===== src/png_hdr_pkg.sv =====
// ----------------------------------------------------------------------------
// PNG header parser package
// Request types and fixed constants shared by the PNG header size parser and its bench.
// ----------------------------------------------------------------------------
package png_hdr_pkg;

    // One byte of the incoming file.
    typedef struct packed {
        logic [7:0] data_byte;
        logic       last_byte;
    } byte_item_t;

    // One parse result, given once per file.
    typedef struct packed {
        logic        header_ok;
        logic [31:0] image_width;
        logic [31:0] image_height;
    } result_item_t;

    // Eight-byte PNG file signature.
    localparam logic [7:0] PNG_SIG [8] = '{
        8'h89, 8'h50, 8'h4E, 8'h47, 8'h0D, 8'h0A, 8'h1A, 8'h0A
    };

    // Chunk type of the first chunk: "IHDR".
    localparam logic [7:0] IHDR_TAG [4] = '{8'h49, 8'h48, 8'h44, 8'h52};

    // Smallest legal IHDR data length.
    localparam logic [31:0] MIN_IHDR_LEN = 32'd13;

    // Bytes in front of the IHDR data: signature, length and tag.
    localparam int unsigned HDR_OVERHEAD = 16;

endpackage


===== src/png_header_size_parser.sv =====
// ----------------------------------------------------------------------------
// PNG header size parser
// Checks the PNG signature and IHDR tag of a byte stream and reports the
// image width and height on the last byte of each file.
// ----------------------------------------------------------------------------
//
//   Channel   Direction  Handshake                  Payload
//   byte      in         byte_valid / byte_stall    byte_item   (byte_item_t)
//   result    out        result_valid / result_stall result_item (result_item_t)
//
// One byte is accepted every cycle while byte_stall is low. A result is
// given on result_item from the output register.
// A skid register behind the output register lets one more result collect
// while the output is stalled; byte_stall is raised only while that skid
// register is full.
// Reset clears the byte counter and the field registers, sets the match flags and clears both result valid bits.
// ----------------------------------------------------------------------------
module png_header_size_parser
    import png_hdr_pkg::*;
#(
    parameter int unsigned COUNT_BITS = 34
)
(
    input  logic         clk,
    input  logic         rst_n,
    input  logic         byte_valid,
    output logic         byte_stall,
    input  byte_item_t   byte_item,
    output logic         result_valid,
    input  logic         result_stall,
    output result_item_t result_item
);

    // Parse state for the current file.
    logic [COUNT_BITS-1:0] count_reg, count_next;
    logic                  sig_ok_reg, sig_ok_next;
    logic                  tag_ok_reg, tag_ok_next;
    logic [31:0]           length_reg, length_next;
    logic [31:0]           width_reg, width_next;
    logic [31:0]           height_reg, height_next;

    // Output register and skid register.
    logic         out_valid_reg;
    result_item_t out_item_reg;
    logic         skid_valid_reg;
    result_item_t skid_item_reg;

    logic                  byte_fire;
    logic                  result_fire;
    logic                  out_free;
    logic                  new_result;
    logic [COUNT_BITS-1:0] total;
    logic [COUNT_BITS-1:0] needed;
    logic                  header_ok;
    result_item_t          result_new;
    logic                  in_sig;
    logic                  in_length;
    logic                  in_tag;
    logic                  in_width;
    logic                  in_height;

    // Handshake.
    assign byte_stall   = skid_valid_reg;
    assign byte_fire    = byte_valid && !byte_stall;
    assign result_fire  = out_valid_reg && !result_stall;
    assign out_free     = !out_valid_reg || result_fire;
    assign new_result   = byte_fire && byte_item.last_byte;
    assign result_valid = out_valid_reg;
    assign result_item  = out_item_reg;

    // Decode which header field the current byte belongs to.
    always_comb
    begin
        in_sig    = (count_reg[COUNT_BITS-1:3] == '0);
        in_length = (count_reg[COUNT_BITS-1:4] == '0) && (count_reg[3:2] == 2'b10);
        in_tag    = (count_reg[COUNT_BITS-1:4] == '0) && (count_reg[3:2] == 2'b11);
        in_width  = (count_reg[COUNT_BITS-1:5] == '0) && (count_reg[4:2] == 3'b100);
        in_height = (count_reg[COUNT_BITS-1:5] == '0) && (count_reg[4:2] == 3'b101);
    end

    // Field updates and the saturating byte count, this byte included.
    always_comb
    begin
        sig_ok_next = sig_ok_reg;
        tag_ok_next = tag_ok_reg;
        length_next = length_reg;
        width_next  = width_reg;
        height_next = height_reg;
        if (in_sig && (byte_item.data_byte != PNG_SIG[count_reg[2:0]]))
        begin
            sig_ok_next = 1'b0;
        end
        if (in_length)
        begin
            length_next = {length_reg[23:0], byte_item.data_byte};
        end
        if (in_tag && (byte_item.data_byte != IHDR_TAG[count_reg[1:0]]))
        begin
            tag_ok_next = 1'b0;
        end
        if (in_width)
        begin
            width_next = {width_reg[23:0], byte_item.data_byte};
        end
        if (in_height)
        begin
            height_next = {height_reg[23:0], byte_item.data_byte};
        end
        total = (count_reg == '1) ? count_reg : count_reg + COUNT_BITS'(1);
        count_next = total;
    end

    // Result for a file that ends with this byte.
    always_comb
    begin
        needed    = COUNT_BITS'(length_next) + COUNT_BITS'(HDR_OVERHEAD);
        header_ok = sig_ok_next && tag_ok_next && (length_next >= MIN_IHDR_LEN)
                    && (total >= needed);
        result_new.header_ok    = header_ok;
        result_new.image_width  = header_ok ? width_next : 32'd0;
        result_new.image_height = header_ok ? height_next : 32'd0;
    end

    // Parse state: advance on every byte, return to reset after the last one.
    always_ff @(posedge clk or negedge rst_n)
    begin
        if (!rst_n)
        begin
            count_reg  <= '0;
            sig_ok_reg <= 1'b1;
            tag_ok_reg <= 1'b1;
            length_reg <= '0;
            width_reg  <= '0;
            height_reg <= '0;
        end
        else if (byte_fire)
        begin
            if (byte_item.last_byte)
            begin
                count_reg  <= '0;
                sig_ok_reg <= 1'b1;
                tag_ok_reg <= 1'b1;
                length_reg <= '0;
                width_reg  <= '0;
                height_reg <= '0;
            end
            else
            begin
                count_reg  <= count_next;
                sig_ok_reg <= sig_ok_next;
                tag_ok_reg <= tag_ok_next;
                length_reg <= length_next;
                width_reg  <= width_next;
                height_reg <= height_next;
            end
        end
    end

    // Output register with a skid register behind it.
    always_ff @(posedge clk or negedge rst_n)
    begin
        if (!rst_n)
        begin
            out_valid_reg  <= 1'b0;
            skid_valid_reg <= 1'b0;
        end
        else if (out_free)
        begin
            if (skid_valid_reg)
            begin
                out_valid_reg  <= 1'b1;
                skid_valid_reg <= 1'b0;
            end
            else
            begin
                out_valid_reg <= new_result;
            end
        end
        else if (new_result)
        begin
            skid_valid_reg <= 1'b1;
        end
    end

    // Result payloads.
    always_ff @(posedge clk)
    begin
        if (out_free)
        begin
            if (skid_valid_reg)
            begin
                out_item_reg <= skid_item_reg;
            end
            else if (new_result)
            begin
                out_item_reg <= result_new;
            end
        end
        else if (new_result)
        begin
            skid_item_reg <= result_new;
        end
    end

endmodule


===== config.mk =====
export PLATFORM = sky130hd
export DESIGN_NAME = png_header_size_parser
export DESIGN_NICKNAME = d
export VERILOG_FILES = /design/src/png_hdr_pkg.sv /design/src/png_header_size_parser.sv
export SDC_FILE = /design/constraint.sdc
export NUM_CORES = 1
export LEC_CHECK = 0
export ABC_AREA = 1
export BUFFER_PORTS_ARGS = -buffer_cell sky130_fd_sc_hd__buf_2
export CAP_MARGIN = 20
export CORE_ASPECT_RATIO = 1.4
export CORE_MARGIN = 10
export CORE_UTILIZATION = 47
export DETAILED_ROUTE_END_ITERATION = 8
export PLACE_DENSITY = 0.65
export SYNTH_ARGS = -nofsm -noshare
export SYNTH_HDL_FRONTEND = slang
export SYNTH_SLANG_ARGS = --single-unit

===== constraint.sdc =====
create_clock -name clk -period 4.3 [get_ports clk]
set_input_delay 1.075 -clock clk [delete_from_list [all_inputs] [get_ports clk]]
set_output_delay 1.075 -clock clk [all_outputs]
set_load 0.005 [all_outputs]

[Word level (Yosys, flattened, before mapping)]
Memory sizes are Yosys's and may differ from the RTL's.
Index checks and enable logic that the tools add are counted.
Storage, ports and cells
  memory bits (read-only): 64
  input bits: 13
  register bits after elaboration: 264
  memories: 1
  logic and storage cells: 78
Cells by class
  $add $sub $neg: 2
  reductions and logical operators: 23
  equality and inequality tests: 7
  multiplexer cells: 24
  bitwise logic cells: 3
  order comparisons: 4
Memory list
  (name not given): words 8, bits a word 8, read ports 1, clocked after memory_dff 0, write ports 0, RTL line png_header_size_parser.sv:89  | if (in_sig && (byte_item.data_byte != PNG_SIG[count_reg[2:0]]))
Operators with widths (count)
  $mux 32: 8
  $mux 65: 2
  $mux 34: 2
  $add 34x1->34 const B: 1
  $eq 34x34->1 const B: 1
  $ge 34x33->1: 1
  $add 32x5->33 const B: 1
  $ge 32x4->1 const B: 1
  $mux 8: 4
  $logic_not 31->1: 1
  $logic_not 30->1: 1
  $logic_not 29->1: 1
  $bmux 8 s2: 1
  $ne 8x8->1: 2
  $logic_and 1x1->1: 12
  $mux 1: 7
  $eq 3x3->1 const B: 2
  $eq 2x2->1 const B: 2
  $ge 4x4->1 const B: 1
  $not 3->4: 1
  $reduce_and 2->1: 2
  $reduce_bool 2->1: 2
  $ge 3x3->1 const B: 1
  $logic_not 1->1: 3
  3 further kinds: 3

[Longest topological paths before layout]
Gate-level depths: netlist of the first run.
  word-level depth: 13
  gate-level depth with buffers: 38
  mapped depth without buffers: 33

[Worst setup path before layout of the first run]
Ideal clock, no wire load.
  kind: input to register
  start point: input byte_valid
  end point: register out_item_reg (netlist bit result_item[0]) (enable)
  slack: -0.820 ns
  library setup time: 0.509 ns
  data required time: 3.791 ns
  cell stages on the path: 4
  data arrival time: 4.610 ns
  cells stage by stage: nand2_1 > nor2_1 > nor2_1 > a21oi_1
On the way
  cells in the longest elaborated chain, start to end: 4
RTL lines
  start, declared: RTL line png_header_size_parser.sv:26  | input logic byte_valid,
  $logic_and 1x1->1: RTL line png_header_size_parser.sv:64  | assign byte_fire = byte_valid && !byte_stall;
  $logic_and 1x1->1: RTL line png_header_size_parser.sv:67  | assign new_result = byte_fire && byte_item.last_byte;
  $reduce_bool 2->1 (no line)
  $reduce_and 2->1 (no line)
  end signal, assigned: RTL line png_header_size_parser.sv:192  | out_item_reg <= skid_item_reg;
  end signal, assigned: RTL line png_header_size_parser.sv:196  | out_item_reg <= result_new;
  end, declared: RTL line png_header_size_parser.sv:44  | result_item_t out_item_reg;
No other way between the ends.
A chain may end at the register's enable or synchronous reset.

==> results of run 1 <==
## power groups by stage
stage | clock network (uW) | logic [uW] | registers [uW]
final | 2540 | 597 | 2750
after global routing | 2680 | 650 | 2750
after CTS | 2570 | 574 | 2750
after detailed placement | 0 | 528 | 2800
after global placement | 0 | 521 | 2790
after floorplan | 0 | 265 | 2800
## per-layer routing
metal	up-vias	track usage [%]	share of wire (%)	routed length [um]
met2	503	42.2	53	25000
li1	6247	-	-	-
met3	124	3.01	5.8	2760
met4	2	9.11	4.5	2120
met1	6423	26.8	37	17500
met5	-	0	0.019	9
## layout by cell type (no fill, tap or decap), types with 6 or more instances in the layout
cell | netlist | routed
nand2_1 | 418 | 390
buf_2 | 13 | 78
o21ai_1 | 32 | 25
inv_2 | 8 | 16
nand2_2 | 5 | 22
edfxtp_1 | 130 | 130
xor2_1 | 44 | 39
inv_1 | 253 | 245
nor2_1 | 178 | 112
dfrtp_1 | 132 | 131
nor3_2 | 3 | 7
nand3_1 | 42 | 38
nor2_2 | 6 | 48
o22ai_1 | 81 | 81
buf_16 | 0 | 6
nor2_4 | 3 | 27
nand4_1 | 88 | 88
nor3_1 | 26 | 22
o21ai_4 | 2 | 8
nor4_1 | 8 | 8
nand2_4 | 0 | 11
ha_1 | 37 | 26
a21oi_1 | 25 | 20
buf_6 | 13 | 12
clkbuf_16 | 0 | 34
ha_4 | 0 | 11
buf_4 | 4 | 171
buf_12 | 0 | 14
clkbuf_8 | 0 | 6
o21ai_2 | 4 | 7
o21ai_0 | 111 | 109
## worst min-delay path: cells and delay by family, from the launching register on
| family | cells | cell delay [ps] |
|---|---|---|
| AND/OR/NAND/NOR | 1 | 50 |
| AO/OA/AOI/OAI | 1 | 60 |
| flip-flops | 1 | 350 |
## final cells by class
| class | count | area [um^2] | share of cell area [%] |
|---|---|---|---|
| sequential | 264 | 7260 | 38.5 |
| multi-input combinational | 1142 | 6680 | 35.4 |
| timing repair buffer | 291 | 2510 | 13.3 |
| inverter | 262 | 983 | 5.21 |
| clock buffer | 36 | 769 | 4.08 |
| tap | 390 | 488 | 2.59 |
| clock inverter | 13 | 180 | 0.955 |
## kinds of logic (layout without fill, tap and decap cells)
group	Yosys count	after routing
AO/OA/AOI/OAI	263	263
XOR/XNOR	49	49
adder cells (fa/ha/maj)	37	37
buffers and inverters	345	602
flip-flops	264	264
AND/OR/NAND/NOR	792	793
## path summary, 6_finish.rpt
check                          startpoint                end  cells after the start
setup reg to reg            count_reg[15]  skid_item_reg[61]                     35
setup / recovery            count_reg[15]  skid_item_reg[61]                     35
hold / removal             height_reg[29]     height_reg[29]                      2
hold reg to reg            height_reg[29]     height_reg[29]                      2
min in group asynchronous           rst_n      width_reg[29]                      1
max in group asynchronous           rst_n         sig_ok_reg                      2
## what timing repair did
item	in CTS	in global routing
gates cloned	8	8
buffers inserted	25	4
resized for setup	97	115
endpoints found under the setup margin	130	130
pin swaps	17	60
## metrics by stage
step | std cells | setup slack [ps] | util, % | setup TNS [ps]
2_1_floorplan | 1750 | 183 | - | 0
3_3_place_gp | 2307 | -323 | 53.6 | -32970
3_5_place_dp | 2307 | -424 | 53.6 | -42040
4_1_cts | 2388 | -165 | 59.4 | -15330
5_1_grt | 2398 | -411 | 61.6 | -47490
6_report | 2398 | -195 | 61.6 | -18040
==> out/qor.csv, run 1 <==
metric,value,unit
violations,setup timing,
avgSynthCellArea,8.29,um^2
critical_path_class,register to register,
hold_path_class,register to register,
syn2layout_area_growth,30.0,%
root_buffer,clkbuf_16,
drive_above_1_share,26.0,%
syn_area,14500,um^2
synthXorXnorAreaFrac,2.96,%
synth_enable_flop_cells,130,
cp_top_family,simple AND/OR/NAND/NOR gates,
hold_violations,0,
first_pass_iters,6,
rows,76,
hold-worst-slack,493,ps
crit_path_max_fanout,8,
port-buffer-count,79,
start_util,47.4,%
viasPerCell,5.55,
setup_slack,-195,ps
final-setup-viol-count,129,
synth_nets,1800,
cp_slowest_stage_delay,400,ps
switchingPower,1460,uW
ys_seq_area_share,50.0,%
ioPinCount,80,
yosys_register_bits,264,
fp.dieH,228,um
totalWireLength,47.4,mm
synth-compound-area-share,10.2,%
drt-initial-drc-count,994,
cp_slowest_cell,dfrtp_1,
clock.fmax,222,MHz
power.total,5880,uW
yosysTopAreaCell,edfxtp_1,
num_vias,13299,
gr-total-overflow,0,
yosys-top-cells-area,"edfxtp_1, dfrtp_1, nand2_1",
design.die.area,38400,um^2
cts.clk_slew.worst_paths,60,ps
vdd_drop_max,0.233,mV
hpwl,29.9,mm
final_nets,2038,
synth_common_cells,"nand2_1, inv_1, nor2_1, dfrtp_1, edfxtp_1",
ant_nets,0,
p_int,4430,uW
grtUsageTotal,23.2,%
cts_buffer_depth,3,
final_area,18900,um^2
maxSlewViolCount,0,
clock-sinks,264,
ys_async_sr_fraction,50.8,%
grt_max_degree,84,
p_per_area,312,nW/um^2
yosysTopAreaCellShare,26.9,%
fp.dieW,169,um
grt_pass1_wl,72.2,mm
combPwrFrac,10.2,%
yosysMostFrequentCell,nand2_1,
crit_arrival,4800,ps
startpoint_type,register,
yosys.area_share.adder,3.19,%
diodes,0,
nFillCells,2597,
clock_skew,13.2,ps
layout_min_cycle_time,4500,ps
max_slew_margin,42.8,%
finalCritPeriodShare,105,%
synthFlopType,dfrtp_1,
cts_tree,built,
synth_top_family_by_area,simple AND/OR/NAND/NOR gates,
sw_frac_of_total,24.8,%
grt_pass1_vias,13185,
pwr-share-clk,43.2,%
synthMuxAreaShare,0,%
drc,0,
core,30600,um^2
yosysWarningCount,0,
power_frac_seq,46.7,%
cp.buffers_inverters,8,
clk_latency,550,ps
syn_inst,1750,
cts_made_buffers,27,
postPlaceCellArea,16400,um^2
outcome,finished with violations,
grt_setup_unrepaired,yes,
crit_path_frequent_cell,nand2_1,
synth-simple-area-share,23.8,%
ctsHtreeMaxLevel,1,
crit_required,4610,ps
antenna_found_initial,1,
p_leak,0.00803,uW
rrSetupSlack,-200,ps
maxCapViolCount,0,
worstMarginPinSlew,858,ps
wire_per_inst,19.8,um
ctsHoldBuffers,0,
place_congestion,0.982,
worstSetupEndpointType,register,
ys_types,43,
No activity file was read; power rests on OpenSTA's default activity.
==> run 2, diff against run 1 <==
--- a/config.mk
+++ b/config.mk
@@ -6,13 +6,14 @@
 export NUM_CORES = 1
 export LEC_CHECK = 0
 export ABC_AREA = 1
-export BUFFER_PORTS_ARGS = -buffer_cell sky130_fd_sc_hd__buf_2
+export BUFFER_PORTS_ARGS = -buffer_cell sky130_fd_sc_hd__buf_4
 export CAP_MARGIN = 20
 export CORE_ASPECT_RATIO = 1.4
 export CORE_MARGIN = 10
-export CORE_UTILIZATION = 47
+export CORE_UTILIZATION = 45
 export DETAILED_ROUTE_END_ITERATION = 8
-export PLACE_DENSITY = 0.65
+export PLACE_DENSITY = 0.63
+export SKIP_CTS_REPAIR_TIMING = 1
 export SYNTH_ARGS = -nofsm -noshare
 export SYNTH_HDL_FRONTEND = slang
 export SYNTH_SLANG_ARGS = --single-unit
==> run 2 against run 1 <==
The run still ends with setup timing left; clock skew grew 6.2 ps; clock power shrank 9.4%; utilization shrank 4.1 points; sequential share of layout area grew 1.3 points; non-clock buffer count grew 15; critical path type unchanged.
==> out/qor.csv, run 2 (same netlist as run 1, synthesis figures left out) <==
metric,value,unit,change
vdd_drop_max,0.245,mV,+4.9%
crit_arrival,5020,ps,+220 ps
fp.dieH,232,um,+2.0%
p_leak,0.00788,uW,-1.9%
combPwrFrac,10.1,%,about the same
root_buffer,clkbuf_16,,
diodes,0,,unchanged
postPlaceCellArea,16900,um^2,+2.8%
place_congestion,0.927,,-5.6%
maxSlewViolCount,0,,unchanged
grt_pass1_vias,12564,,-4.7%
core,31700,um^2,+3.5%
rrSetupSlack,-430,ps,-230 ps
ant_nets,0,,unchanged
fp.dieW,172,um,+1.9%
first_pass_iters,5,,-1
setup_slack,-425,ps,-230 ps
power_frac_seq,48.9,%,+2.2 points
pwr-share-clk,40.9,%,-2.3 points
ioPinCount,80,,unchanged
layout_min_cycle_time,4730,ps,+230 ps
clock-sinks,264,,unchanged
switchingPower,1430,uW,-1.5%
grtUsageTotal,21.8,%,-1.4 points
final_nets,2052,,+0.69%
worstSetupEndpointType,register,,
port-buffer-count,79,,unchanged
viasPerCell,5.36,,-3.4%
num_vias,12948,,-2.6%
maxCapViolCount,0,,unchanged
finalCoreUtilization,57.5,%,-4.1 points
grt_pass1_wl,68.9,mm,-4.5%
cp.buffers_inverters,11,,+3
violations,setup timing,,
clock.fmax,212,MHz,-4.9%
drt-initial-drc-count,877,,-12%
cp_top_family,simple AND/OR/NAND/NOR gates,,
wire_per_inst,19.1,um,-3.2%
cts_made_buffers,27,,unchanged
totalWireLength,46.2,mm,-2.5%
crit_end,skid_item_reg[11],,
crit_required,4600,ps,about the same
startpoint_type,register,,
clock_skew,19.3,ps,+6.15 ps
crit_path_max_fanout,12,,+4
final-setup-viol-count,130,,+0.78%
worst_r2r_endpoint,skid_item_reg[11],,
max_slew_margin,32.9,%,-9.9 points
antenna_found_initial,0,,-1
place_inst,2350,,+1.9%
clk_latency,550,ps,about the same
grt_max_degree,77,,-8.3%
gr-total-overflow,0,,unchanged
worstMarginPinSlew,1010,ps,+148 ps
crit_path_frequent_cell,buf_4,,
p_int,4180,uW,-5.6%
cp_slowest_cell,dfrtp_2,,
path_depth,33,,-5.7%
critical_path_class,register to register,,
finalCritPeriodShare,110,%,+5.4 points
outcome,finished with violations,,
r2r_cells,33,,-5.7%
cts.clk_slew.worst_paths,70,ps,about the same
final_area,18200,um^2,-3.3%
rows,77,,+1.3%
sw_frac_of_total,25.6,%,+0.79 points
startpoint,count_reg[22],,
instances_no_fill,2417,,+0.79%
cp_slowest_stage_delay,450,ps,+50 ps
hold_path_class,register to register,,
final_cell_mix,"nand2_1, buf_4, inv_1",,
design.die.area,39900,um^2,+4.0%
drc,0,,unchanged
ctsHtreeMaxLevel,1,,unchanged
hold_violations,0,,unchanged
grt_setup_unrepaired,yes,,
start_util,45.8,%,-1.6 points
drive_above_1_share,22.3,%,-3.8 points
hold_depth,2,,unchanged
syn2layout_area_growth,25.7,%,
hpwl,30.9,mm,+3.3%
p_per_area,308,nW/um^2,-1.3%
layout_commonest_cell,nand2_1,,
cts_buffer_depth,3,,unchanged
cts_tree,built,,
reg2reg_from,count_reg[22],,
-- run 2: cell count changes in the layout (fill, tap and decap cells not counted), moves of 12 or more --
cell	change
buf_2	-78
buf_4	+115
nand2_1	+18
nand2_2	-12
nor2_1	+35
nor2_2	-18
nor2_4	-17
-- run 2: power by group through the flow --
stage	clock [uW]	sequential, uW	combinational, uW
after floorplan	0	2800	265
after global placement	0	2800	554
after detailed placement	0	2800	557
after CTS	2330	2750	559
after global routing	2420	2750	621
final	2300	2750	569
-- run 2: how the worst min path moves through the flow --
stage                         from        endpoint
global placement     width_reg[24]   width_reg[24]
floorplan           height_reg[24]  height_reg[24]
global route         width_reg[26]   width_reg[26]
CTS                  width_reg[26]   width_reg[26]
finish               width_reg[29]   width_reg[29]
detailed placement   width_reg[26]   width_reg[26]
-- run 2: worst reg2reg max path: cells and delay by family (launching register included) --
kind                       cells  cell delay [ps]
and+or+nand+nor               17             1820
buffers and inverters         11             1510
DFF                            1              450
AOI/OAI and AO/OA              3              340
adders and majority gates      1              280
xor gates and xnor gates       1              120
-- run 2: final cells by class --
cell class                      count  area (um^2)
Tap cell                          395          494
Fill cell                        2907        13500
Clock inverter                     15          119
Inverter                          262          983
Timing Repair Buffer              306         2540
Multi-Input combinational cell   1141         6120
Clock buffer                       34          722
Sequential cell                   264         7260
-- run 2: metrics by stage --
step                setup WS, ps  hold slack, ps  total power, uW  TNS [ps]
CTS                         -461             490             5640    -50640
finish                      -425             484             5610    -47370
floorplan                    183             453             3060         0
global placement            -364             466             3350    -38970
global route                -638             508             5790    -77010
detailed placement          -415             474             3360    -43310
-- run 2: layer usage --
| layer | vias up | wire, um | GRT usage (%) |
|---|---|---|---|
| met4 | 0 | 1570 | 8.13 |
| met3 | 76 | 2050 | 2.30 |
| met2 | 353 | 24400 | 39.3 |
| met1 | 6246 | 18200 | 26.0 |
| li1 | 6273 | - | - |
| met5 | - | 0 | 0 |
